## config.mk

```make
export PLATFORM = sky130hd
export DESIGN_NAME = raycast_wall_column_texturer
export DESIGN_NICKNAME = d
export VERILOG_FILES = /design/src/hw/rtl/rwct_pkg.sv /design/src/hw/rtl/rwct_ctrl.sv /design/src/hw/rtl/rwct_datapath.sv /design/src/hw/rtl/raycast_wall_column_texturer.sv
export SDC_FILE = /design/constraint.sdc
export NUM_CORES = 2
export LEC_CHECK = 0
export BUFFER_PORTS_ARGS = -buffer_cell sky130_fd_sc_hd__buf_4
export CAP_MARGIN = 30
export CELL_PAD_IN_SITES_DETAIL_PLACEMENT = 0
export CELL_PAD_IN_SITES_GLOBAL_PLACEMENT = 1
export CORE_UTILIZATION = 49
export DETAILED_ROUTE_END_ITERATION = 7
export PLACE_DENSITY_LB_ADDON = 0.1
export SYNTH_ARGS = -nofsm -noshare
export SYNTH_HDL_FRONTEND = slang
export SYNTH_SLANG_ARGS = --single-unit
```

## constraint.sdc

```tcl
create_clock -name clk -period 12.8 [get_ports clk]
set_input_delay 2.56 -clock clk [delete_from_list [all_inputs] [get_ports clk]]
set_output_delay 2.56 -clock clk [all_outputs]
set_load 0.01 [all_outputs]
```

## src/hw/rtl/rwct_pkg.sv

```systemverilog
package rwct_pkg;

  // request codes
  localparam logic REQ_COLUMN = 1'b0;
  localparam logic REQ_ROW    = 1'b1;

  // configuration register indexes
  localparam logic [1:0] REG_TEX_SIZE_LOG2 = 2'd0;
  localparam logic [1:0] REG_CEILING_COLOR = 2'd1;
  localparam logic [1:0] REG_FLOOR_COLOR   = 2'd2;

  // pixel region codes
  localparam logic [1:0] REGION_CEILING   = 2'd0;
  localparam logic [1:0] REGION_WALL      = 2'd1;
  localparam logic [1:0] REGION_FLOOR     = 2'd2;
  localparam logic [1:0] REGION_UNTOUCHED = 2'd3;

  // signed width of the first wall row
  localparam int SPAN_W = 18;
  // line height saturation
  localparam logic [15:0] LH_MAX = 16'hFFFF;

  // controller to datapath commands
  typedef struct packed {
    logic start;
    logic lh_load;
    logic step_load;
    logic pos_load;
    logic row_fire;
  } cmd_t;

  // datapath to controller status
  typedef struct packed {
    logic div_done;
  } stat_t;

  // texture size exponent clamped to 1..8
  function automatic logic [3:0] tex_shift(input logic [3:0] raw);
    logic [3:0] s;
    s = raw;
    if (raw < 4'd1) begin
      s = 4'd1;
    end else if (raw > 4'd8) begin
      s = 4'd8;
    end
    return s;
  endfunction

  // texel index mask for the clamped size
  function automatic logic [7:0] tex_mask(input logic [3:0] shift);
    logic [8:0] m;
    m = (9'd1 << shift) - 9'd1;
    return m[7:0];
  endfunction

endpackage

```

## src/hw/rtl/rwct_ctrl.sv

```systemverilog
module rwct_ctrl (
  input  logic           clk,
  input  logic           rst_n,
  input  logic           in_valid,
  output logic           in_stall,
  input  logic           in_req_type,
  output logic           out_valid,
  input  logic           out_stall,
  output rwct_pkg::cmd_t cmd,
  input  rwct_pkg::stat_t stat
);
  import rwct_pkg::*;

  localparam logic [1:0] ST_IDLE     = 2'd0;
  localparam logic [1:0] ST_DIV_LH   = 2'd1;
  localparam logic [1:0] ST_DIV_STEP = 2'd2;
  localparam logic [1:0] ST_MUL_POS  = 2'd3;

  logic [1:0] state_r, state_nxt;
  logic       out_valid_r, out_valid_nxt;
  logic       accept;

  // input handshake and commands
  always_comb begin
    in_stall      = (state_r != ST_IDLE) | (out_valid_r & out_stall);
    accept        = in_valid & ~in_stall;
    cmd.start     = accept & (in_req_type == REQ_COLUMN);
    cmd.row_fire  = accept & (in_req_type == REQ_ROW);
    cmd.lh_load   = (state_r == ST_DIV_LH) & stat.div_done;
    cmd.step_load = (state_r == ST_DIV_STEP) & stat.div_done;
    cmd.pos_load  = (state_r == ST_MUL_POS);
  end

  // column setup sequence
  always_comb begin
    state_nxt = state_r;
    unique case (state_r)
      ST_IDLE: begin
        if (cmd.start) state_nxt = ST_DIV_LH;
      end
      ST_DIV_LH: begin
        if (stat.div_done) state_nxt = ST_DIV_STEP;
      end
      ST_DIV_STEP: begin
        if (stat.div_done) state_nxt = ST_MUL_POS;
      end
      ST_MUL_POS: begin
        state_nxt = ST_IDLE;
      end
      default: begin
        state_nxt = ST_IDLE;
      end
    endcase
  end

  // output register occupancy
  always_comb begin
    out_valid_nxt = out_valid_r;
    if (cmd.row_fire) begin
      out_valid_nxt = 1'b1;
    end else if (!out_stall) begin
      out_valid_nxt = 1'b0;
    end
  end

  always_ff @(posedge clk) begin
    if (!rst_n) begin
      state_r     <= ST_IDLE;
      out_valid_r <= 1'b0;
    end else begin
      state_r     <= state_nxt;
      out_valid_r <= out_valid_nxt;
    end
  end

  assign out_valid = out_valid_r;

endmodule

```

## src/hw/rtl/rwct_datapath.sv

```systemverilog
module rwct_datapath #(
  parameter int SCREEN_HEIGHT = 512
) (
  input  logic               clk,
  input  logic               rst_n,
  input  rwct_pkg::cmd_t     cmd,
  output rwct_pkg::stat_t    stat,
  input  logic [3:0]         tex_size_log2,
  input  logic [31:0]        ceiling_color,
  input  logic [31:0]        floor_color,
  input  logic [9:0]         in_column,
  input  logic [31:0]        in_wall_dist,
  input  logic [1:0]         in_face,
  input  logic signed [20:0] in_ray_dir_x,
  input  logic signed [20:0] in_ray_dir_y,
  input  logic [31:0]        in_eye_x,
  input  logic [31:0]        in_eye_y,
  output logic [9:0]         out_column,
  output logic [8:0]         out_row,
  output logic [1:0]         out_region,
  output logic [1:0]         out_texture_id,
  output logic [7:0]         out_tex_col,
  output logic [7:0]         out_tex_row,
  output logic [31:0]        out_fill_color,
  output logic               out_last_row
);
  import rwct_pkg::*;

  localparam int ROW_W     = $clog2(SCREEN_HEIGHT);
  localparam int ROW_EXT_W = (ROW_W > 9) ? ROW_W : 9;
  localparam int HALF_H    = SCREEN_HEIGHT / 2;
  localparam int NUM_W     = ($clog2(SCREEN_HEIGHT) + 17 > 25) ?
                             ($clog2(SCREEN_HEIGHT) + 17) : 25;
  localparam int CNT_W     = $clog2(NUM_W + 1);
  localparam logic [NUM_W-1:0] LH_NUM = NUM_W'(SCREEN_HEIGHT) << 16;

  // column latches
  logic [9:0]              col_latch_r;
  logic [1:0]              face_latch_r;
  logic [31:0]             dist_r;
  logic [31:0]             prod_r;
  logic [15:0]             eye_lo_r;
  logic                    mirror_r;
  logic [15:0]             lh_r;
  logic signed [SPAN_W-1:0] span_top_r;
  logic [ROW_W-1:0]        span_bottom_r;
  logic [7:0]              texel_col_r;
  logic [31:0]             texel_pos_r, texel_pos_nxt;
  logic [31:0]             texel_step_r;
  logic [ROW_W-1:0]        row_cnt_r, row_cnt_nxt;

  // divider
  logic [31:0]             rem_r, rem_nxt;
  logic [NUM_W-1:0]        quo_r, quo_nxt;
  logic [31:0]             divisor_r;
  logic [CNT_W-1:0]        div_cnt_r;
  logic [32:0]             div_shift, div_diff;

  logic [3:0]              shift;
  logic [7:0]              mask;
  logic [31:0]             dir_ext;
  logic [31:0]             prod_lo;
  logic [15:0]             frac;
  logic [15:0]             col16;
  logic [7:0]              col_sel;
  logic [15:0]             lh_val;
  logic [16:0]             bot_sum;
  logic [15:0]             pos_term;
  logic [NUM_W-1:0]        step_num;
  logic signed [SPAN_W-1:0] row_s;
  logic [ROW_W:0]          row_inc;
  logic [ROW_EXT_W-1:0]    row_ext;
  logic [1:0]              out_region_nxt;

  assign shift = tex_shift(tex_size_log2);
  assign mask  = tex_mask(shift);

  // hit coordinate product, low word only
  always_comb begin
    if (in_face <= 2'd1) begin
      dir_ext = {{11{in_ray_dir_y[20]}}, in_ray_dir_y};
    end else begin
      dir_ext = {{11{in_ray_dir_x[20]}}, in_ray_dir_x};
    end
    prod_lo = in_wall_dist * dir_ext;
  end

  // texel column from the hit fraction
  always_comb begin
    frac    = eye_lo_r + prod_r[31:16];
    col16   = frac >> (5'd16 - {1'b0, shift});
    col_sel = mirror_r ? (~col16[7:0] & mask) : col16[7:0];
  end

  // line height, span limits, step dividend and start position term
  always_comb begin
    if (dist_r == 32'd0) begin
      lh_val = 16'd0;
    end else if (quo_r > NUM_W'(LH_MAX)) begin
      lh_val = LH_MAX;
    end else begin
      lh_val = quo_r[15:0];
    end
    bot_sum  = 17'(lh_val[15:1]) + 17'(HALF_H);
    step_num = NUM_W'(1) << (5'd16 + {1'b0, shift});
    pos_term = (span_top_r < 0) ? (16'(lh_r[15:1]) - 16'(HALF_H)) : 16'd0;
  end

  // restoring divider, one quotient bit per cycle
  always_comb begin
    div_shift = {rem_r, quo_r[NUM_W-1]};
    div_diff  = div_shift - {1'b0, divisor_r};
    if (!div_diff[32]) begin
      rem_nxt = div_diff[31:0];
      quo_nxt = {quo_r[NUM_W-2:0], 1'b1};
    end else begin
      rem_nxt = div_shift[31:0];
      quo_nxt = {quo_r[NUM_W-2:0], 1'b0};
    end
  end

  assign stat.div_done = (div_cnt_r == '0);

  always_ff @(posedge clk) begin
    if (!rst_n) begin
      div_cnt_r <= '0;
    end else if (cmd.start || cmd.lh_load) begin
      div_cnt_r <= CNT_W'(NUM_W);
    end else if (div_cnt_r != '0) begin
      div_cnt_r <= div_cnt_r - CNT_W'(1);
    end
  end

  always_ff @(posedge clk) begin
    if (cmd.start) begin
      rem_r     <= '0;
      quo_r     <= LH_NUM;
      divisor_r <= in_wall_dist;
    end else if (cmd.lh_load) begin
      rem_r     <= '0;
      quo_r     <= step_num;
      divisor_r <= {16'd0, lh_val};
    end else if (div_cnt_r != '0) begin
      rem_r     <= rem_nxt;
      quo_r     <= quo_nxt;
    end
  end

  // row classification and next row state
  always_comb begin
    row_s          = SPAN_W'(row_cnt_r);
    row_ext        = ROW_EXT_W'(row_cnt_r);
    row_inc        = {1'b0, row_cnt_r} + (ROW_W + 1)'(1);
    row_cnt_nxt    = (row_inc >= (ROW_W + 1)'(SCREEN_HEIGHT)) ? '0 : row_inc[ROW_W-1:0];
    texel_pos_nxt  = texel_pos_r;
    out_region_nxt = REGION_FLOOR;
    priority if (row_s < span_top_r) begin
      out_region_nxt = REGION_CEILING;
    end else if (row_cnt_r < span_bottom_r) begin
      out_region_nxt = REGION_WALL;
      texel_pos_nxt  = texel_pos_r + texel_step_r;
    end else if (row_cnt_r == span_bottom_r) begin
      out_region_nxt = REGION_UNTOUCHED;
    end else begin
      out_region_nxt = REGION_FLOOR;
    end
  end

  // column state
  always_ff @(posedge clk) begin
    if (!rst_n) begin
      col_latch_r   <= '0;
      face_latch_r  <= '0;
      span_top_r    <= '0;
      span_bottom_r <= '0;
      texel_col_r   <= '0;
      texel_pos_r   <= '0;
      texel_step_r  <= '0;
      row_cnt_r     <= '0;
      lh_r          <= '0;
    end else begin
      if (cmd.start) begin
        col_latch_r  <= in_column;
        face_latch_r <= in_face;
        row_cnt_r    <= '0;
      end else if (cmd.row_fire) begin
        row_cnt_r    <= row_cnt_nxt;
        texel_pos_r  <= texel_pos_nxt;
      end
      if (cmd.lh_load) begin
        lh_r          <= lh_val;
        texel_col_r   <= col_sel;
        span_top_r    <= SPAN_W'(HALF_H) - SPAN_W'(lh_val[15:1]);
        span_bottom_r <= (bot_sum >= 17'(SCREEN_HEIGHT)) ?
                         ROW_W'(SCREEN_HEIGHT - 1) : bot_sum[ROW_W-1:0];
      end
      if (cmd.step_load) begin
        texel_step_r <= (lh_r == 16'd0) ? 32'd0 : 32'(quo_r);
      end
      if (cmd.pos_load) begin
        texel_pos_r <= 32'(pos_term * texel_step_r);
      end
    end
  end

  // per-column operands captured at the start transaction
  always_ff @(posedge clk) begin
    if (cmd.start) begin
      dist_r   <= in_wall_dist;
      prod_r   <= prod_lo;
      eye_lo_r <= (in_face <= 2'd1) ? in_eye_y[15:0] : in_eye_x[15:0];
      mirror_r <= ((in_face == 2'd0) && !in_ray_dir_x[20] && (in_ray_dir_x != '0)) ||
                  ((in_face == 2'd1) && in_ray_dir_y[20]);
    end
  end

  // pixel output register
  always_ff @(posedge clk) begin
    if (cmd.row_fire) begin
      out_column     <= col_latch_r;
      out_row        <= row_ext[8:0];
      out_region     <= out_region_nxt;
      out_texture_id <= (out_region_nxt == REGION_WALL) ? face_latch_r : 2'd0;
      out_tex_col    <= (out_region_nxt == REGION_WALL) ? texel_col_r : 8'd0;
      out_tex_row    <= (out_region_nxt == REGION_WALL) ? (texel_pos_r[23:16] & mask) : 8'd0;
      out_last_row   <= (row_cnt_r == ROW_W'(SCREEN_HEIGHT - 1));
      unique case (out_region_nxt)
        REGION_CEILING: out_fill_color <= ceiling_color;
        REGION_FLOOR:   out_fill_color <= floor_color;
        default:        out_fill_color <= 32'd0;
      endcase
    end
  end

endmodule

```

## src/hw/rtl/raycast_wall_column_texturer.sv

```systemverilog
// Textured wall column generator for a raycaster. A column-start transaction
// (req_type 0) carries the hit geometry of one screen column; the block then
// sets the column up with the shared bit-serial divider, whose quotient is
// max(clog2(SCREEN_HEIGHT)+17, 25) bits wide (26 at the default height) and
// which runs once for the line height and once for the texel row step. During
// setup the input is stalled. Each row transaction (req_type 1) then yields one
// pixel a cycle through a registered output, unless out_stall holds that output:
// ceiling fill, textured wall texel, floor fill, or untouched at the span end.
// The row counter wraps after the bottom row. Configuration is written with cfg_wr_en;
// the user must write it only while no transaction is in flight, as the block does not enforce this.
module raycast_wall_column_texturer #(
  parameter int SCREEN_HEIGHT = 512
) (
  input  logic               clk,
  input  logic               rst_n,
  // configuration
  input  logic               cfg_wr_en,
  input  logic [1:0]         cfg_index,
  input  logic [31:0]        cfg_wdata,
  // input channel
  input  logic               in_valid,
  output logic               in_stall,
  input  logic               in_req_type,
  input  logic [9:0]         in_column,
  input  logic [31:0]        in_wall_dist,
  input  logic [1:0]         in_face,
  input  logic signed [20:0] in_ray_dir_x,
  input  logic signed [20:0] in_ray_dir_y,
  input  logic [31:0]        in_eye_x,
  input  logic [31:0]        in_eye_y,
  // pixel channel
  output logic               out_valid,
  input  logic               out_stall,
  output logic [9:0]         out_column,
  output logic [8:0]         out_row,
  output logic [1:0]         out_region,
  output logic [1:0]         out_texture_id,
  output logic [7:0]         out_tex_col,
  output logic [7:0]         out_tex_row,
  output logic [31:0]        out_fill_color,
  output logic               out_last_row
);
  import rwct_pkg::*;

  logic [3:0]  tex_size_log2_r;
  logic [31:0] ceiling_color_r;
  logic [31:0] floor_color_r;
  cmd_t        cmd;
  stat_t       stat;

  // configuration registers
  always_ff @(posedge clk) begin
    if (!rst_n) begin
      tex_size_log2_r <= 4'd6;
      ceiling_color_r <= '0;
      floor_color_r   <= '0;
    end else if (cfg_wr_en) begin
      unique case (cfg_index)
        REG_TEX_SIZE_LOG2: tex_size_log2_r <= cfg_wdata[3:0];
        REG_CEILING_COLOR: ceiling_color_r <= cfg_wdata;
        REG_FLOOR_COLOR:   floor_color_r   <= cfg_wdata;
        default: ;
      endcase
    end
  end

  rwct_ctrl u_ctrl (
    .clk         (clk),
    .rst_n       (rst_n),
    .in_valid    (in_valid),
    .in_stall    (in_stall),
    .in_req_type (in_req_type),
    .out_valid   (out_valid),
    .out_stall   (out_stall),
    .cmd         (cmd),
    .stat        (stat)
  );

  rwct_datapath #(
    .SCREEN_HEIGHT (SCREEN_HEIGHT)
  ) u_datapath (
    .clk            (clk),
    .rst_n          (rst_n),
    .cmd            (cmd),
    .stat           (stat),
    .tex_size_log2  (tex_size_log2_r),
    .ceiling_color  (ceiling_color_r),
    .floor_color    (floor_color_r),
    .in_column      (in_column),
    .in_wall_dist   (in_wall_dist),
    .in_face        (in_face),
    .in_ray_dir_x   (in_ray_dir_x),
    .in_ray_dir_y   (in_ray_dir_y),
    .in_eye_x       (in_eye_x),
    .in_eye_y       (in_eye_y),
    .out_column     (out_column),
    .out_row        (out_row),
    .out_region     (out_region),
    .out_texture_id (out_texture_id),
    .out_tex_col    (out_tex_col),
    .out_tex_row    (out_tex_row),
    .out_fill_color (out_fill_color),
    .out_last_row   (out_last_row)
  );

endmodule

```

==> impl_metrics.json <==
{
  "status": "finished, final reports clean",
  "dp_hpwl_mm": 89.0,
  "clk_pin_slew_ps": 60,
  "antenna_found_initial": 3,
  "core-area_sq_um": 88200,
  "finalSetupViolCount": 0,
  "clock_latency_ps": 610,
  "drcViolationCount": 0,
  "via_per_inst": 5.43,
  "synth_top_cell_area_share_pct": 27.2,
  "worstPathRequired_ps": 13150,
  "postRouteAntennaNets": 0,
  "synth.avg_cell_area_sq_um": 9.04,
  "rsz0062_at_grt": "false",
  "synthFlopType": "dfxtp_1",
  "drv_slew": 0,
  "drive_above_1_share_pct": 9.23,
  "clock-sinks": 420,
  "syn-cell-area_sq_um": 43600,
  "maxCapViolations": 0,
  "finish.utilization_pct": 54.3,
  "ctsLongestPathBuffers": 3,
  "cts_tree": "done",
  "ctsResizeCount": 0,
  "fmax_mhz": 97.3,
  "gp_congestion": 0.861,
  "ios": 264,
  "wl_per_cell_um": 20.0,
  "yosysTopAreaCell": "fa_1",
  "ys_seq_area_share_pct": 23.2,
  "yosysWarningCount": 0,
  "syn-num-nets": 5884,
  "critPathCaptureType": "flop",
  "worst_pin_slew_ps": 1090,
  "dr.pass1.iters": 5,
  "htree_levels": 2,
  "relSlewSlack_pct": 26.4,
  "overflow": 0,
  "drt-total-wl_mm": 122,
  "synth_cell_types": 90,
  "num_rows": 109,
  "pre_cts_slack_ps": 1870,
  "post_cts_buffers": 0,
  "numCtsBuffers": 48,
  "synth_edf_count": 169,
  "r2r_slack_ps": 5260,
  "path_max_fanout": 39,
  "drt_iter0_drc": 1973,
  "setup_tns_ps": 0,
  "synthArstFlopShare_pct": 0,
  "ctsHoldBuffers": 0,
  "hold_viol": 0,
  "die_x_um": 300,
  "grtUsageTotal_pct": 27.6,
  "period_share_pct": 80.3,
  "clock_skew_ps": 22.1,
  "fp.dieH_um": 300,
  "cts_root_buf": "clkbuf_16",
  "ys_ff_latch": 420,
  "grt_pass1_wl_mm": 194,
  "grt_pass1_vias": 33900,
  "arrival_ps": 10620,
  "min_period_ps": 10270,
  "fin_nets": 5964,
  "io_buffers": 231,
  "start_util_pct": 49.4,
  "setup_ws_ps": 2530,
  "dr_total_vias": 33100,
  "hold_path.class": "reg -> reg",
  "grt_max_degree": 88,
  "syn_to_final_growth_pct": 9.86,
  "dieArea_sq_um": 90100,
  "synth_area_leaders": "fa_1 27%, edfxtp_1 12%, dfxtp_1 12%",
  "n_antenna_cell": 0,
  "path_class": "in -> reg",
  "synth_cells": 4820,
  "startpoint_type": "input pin"
}
[critical path, stage by stage]
cell and delay (ps):
buf_4 480, mux2_2 590, buf_4 280, and2_1 190, fa_1 480, inv_1 50, fa_1 490, fa_1 450
fa_1 540, inv_1 50, ha_1 260, ha_1 300, fa_1 500, fa_1 410, ha_1 280, o21a_1 160
o21ai_0 350, and4bb_2 330, a2111oi_4 460, o21ai_2 190, o311ai_4 330, a21boi_0 210, o21ai_0 310, o21ai_0 160
xor2_1 160
[layer usage]
metal / track usage (%) / wire (um) / vias up
met2: 46.8 / 59300 / 833
met4: 6.75 / 2980 / 2
met5: 0 / 12 / -
met1: 37.5 / 54400 / 16500
met3: 3.14 / 5560 / 181
li1: - / - / 15600
[layout by cell type (no fill, tap or decap), types with 125 or more instances in the layout]
cell | synthesis | routed
a21oi_1 | 257 | 256
buf_4 | 1 | 289
edfxtp_1 | 169 | 169
o21ai_0 | 159 | 159
ha_1 | 281 | 281
nor2_1 | 199 | 198
xnor2_1 | 125 | 125
dfxtp_1 | 251 | 250
nand2_1 | 755 | 754
inv_1 | 710 | 707
fa_1 | 593 | 593
and2_1 | 311 | 311
[cells by family (layout without fill, tap and decap cells)]
kind of cell | Yosys count | after routing | share of synthesized area [%]
xor+xnor | 182 | 182 | 3.72
flops | 420 | 420 | 23.2
buf+inv | 974 | 1094 | 8.46
simple gates | 1591 | 1591 | 17.3
compound gates | 706 | 706 | 10.1
mux | 73 | 73 | 1.86
fa+ha+maj | 874 | 874 | 35.3
[final cells by class]
cell class,instances,area (sq um)
multi-input combinational,3426,29800
clock inverter,31,284
sequential,420,10100
clock buffer,59,1320
timing repair buffer,292,2210
inverter,712,2680
tap,1165,1460
fill,8233,40400
[synth_stat cells, types with 5 or more instances]
cell type,count
nand2_1,755
inv_1,710
fa_1,593
and2_1,311
ha_1,281
a21oi_1,257
dfxtp_1,251
clkbuf_1,239
nor2_1,199
edfxtp_1,169
o21ai_0,159
xnor2_1,125
and3_1,98
xor2_1,55
a211oi_1,48
nor3_1,41
mux2_2,39
a21o_1,37
nand3_1,37
mux2i_1,30
a22oi_1,28
nor2b_1,27
o21a_1,24
nor4_1,22
a31oi_1,20
nand2b_1,20
nand3b_1,20
or3_1,15
a221oi_1,14
nand4_1,13
o211ai_1,12
buf_1,11
a311oi_1,10
o21bai_1,10
buf_2,8
o31ai_1,8
o31a_1,7
a21boi_0,6
or2_2,6
nor3b_1,5
[path summary, 6_finish.rpt]
path | start | to | cells past startpoint
worst max-delay path | in_face[1] | u_datapath.prod_r[29] | 25
worst min-delay path | u_datapath.col_latch_r[6] | u_datapath.out_column[6] | 0
worst max register to register | u_datapath.span_top_r[15] | u_datapath.texel_pos_r[22] | 26
worst min register to register | u_datapath.col_latch_r[6] | u_datapath.out_column[6] | 0
[registers in the layout (all words and copies together), names as in the netlist, 9 cells and up]
signal / cells
ceiling_color_r: 32
floor_color_r: 32
u_datapath.dist_r: 32
u_datapath.divisor_r: 32
u_datapath.out_fill_color: 32
u_datapath.rem_r: 32
u_datapath.quo_r: 26
u_datapath.texel_pos_r: 24
u_datapath.texel_step_r: 24
u_datapath.eye_lo_r: 16
u_datapath.prod_r: 16
u_datapath.span_top_r: 16
u_datapath.lh_r: 15
u_datapath.col_latch_r: 10
u_datapath.out_column: 10
u_datapath.out_row: 9
u_datapath.row_cnt_r: 9
u_datapath.span_bottom_r: 9
[metrics by stage]
step                instance area [sq um]  hold WS [ps]  instances
global placement                    46200           412       6012
finish                              47900           429       6105
CTS                                 47900           430       6105
detailed placement                  46300           416       6015
floorplan                           43600           408       4820
global route                        47900           437       6105
Power is not shown: default switching activity piles up to over one toggle a cycle in this logic, so the estimate is an artifact.
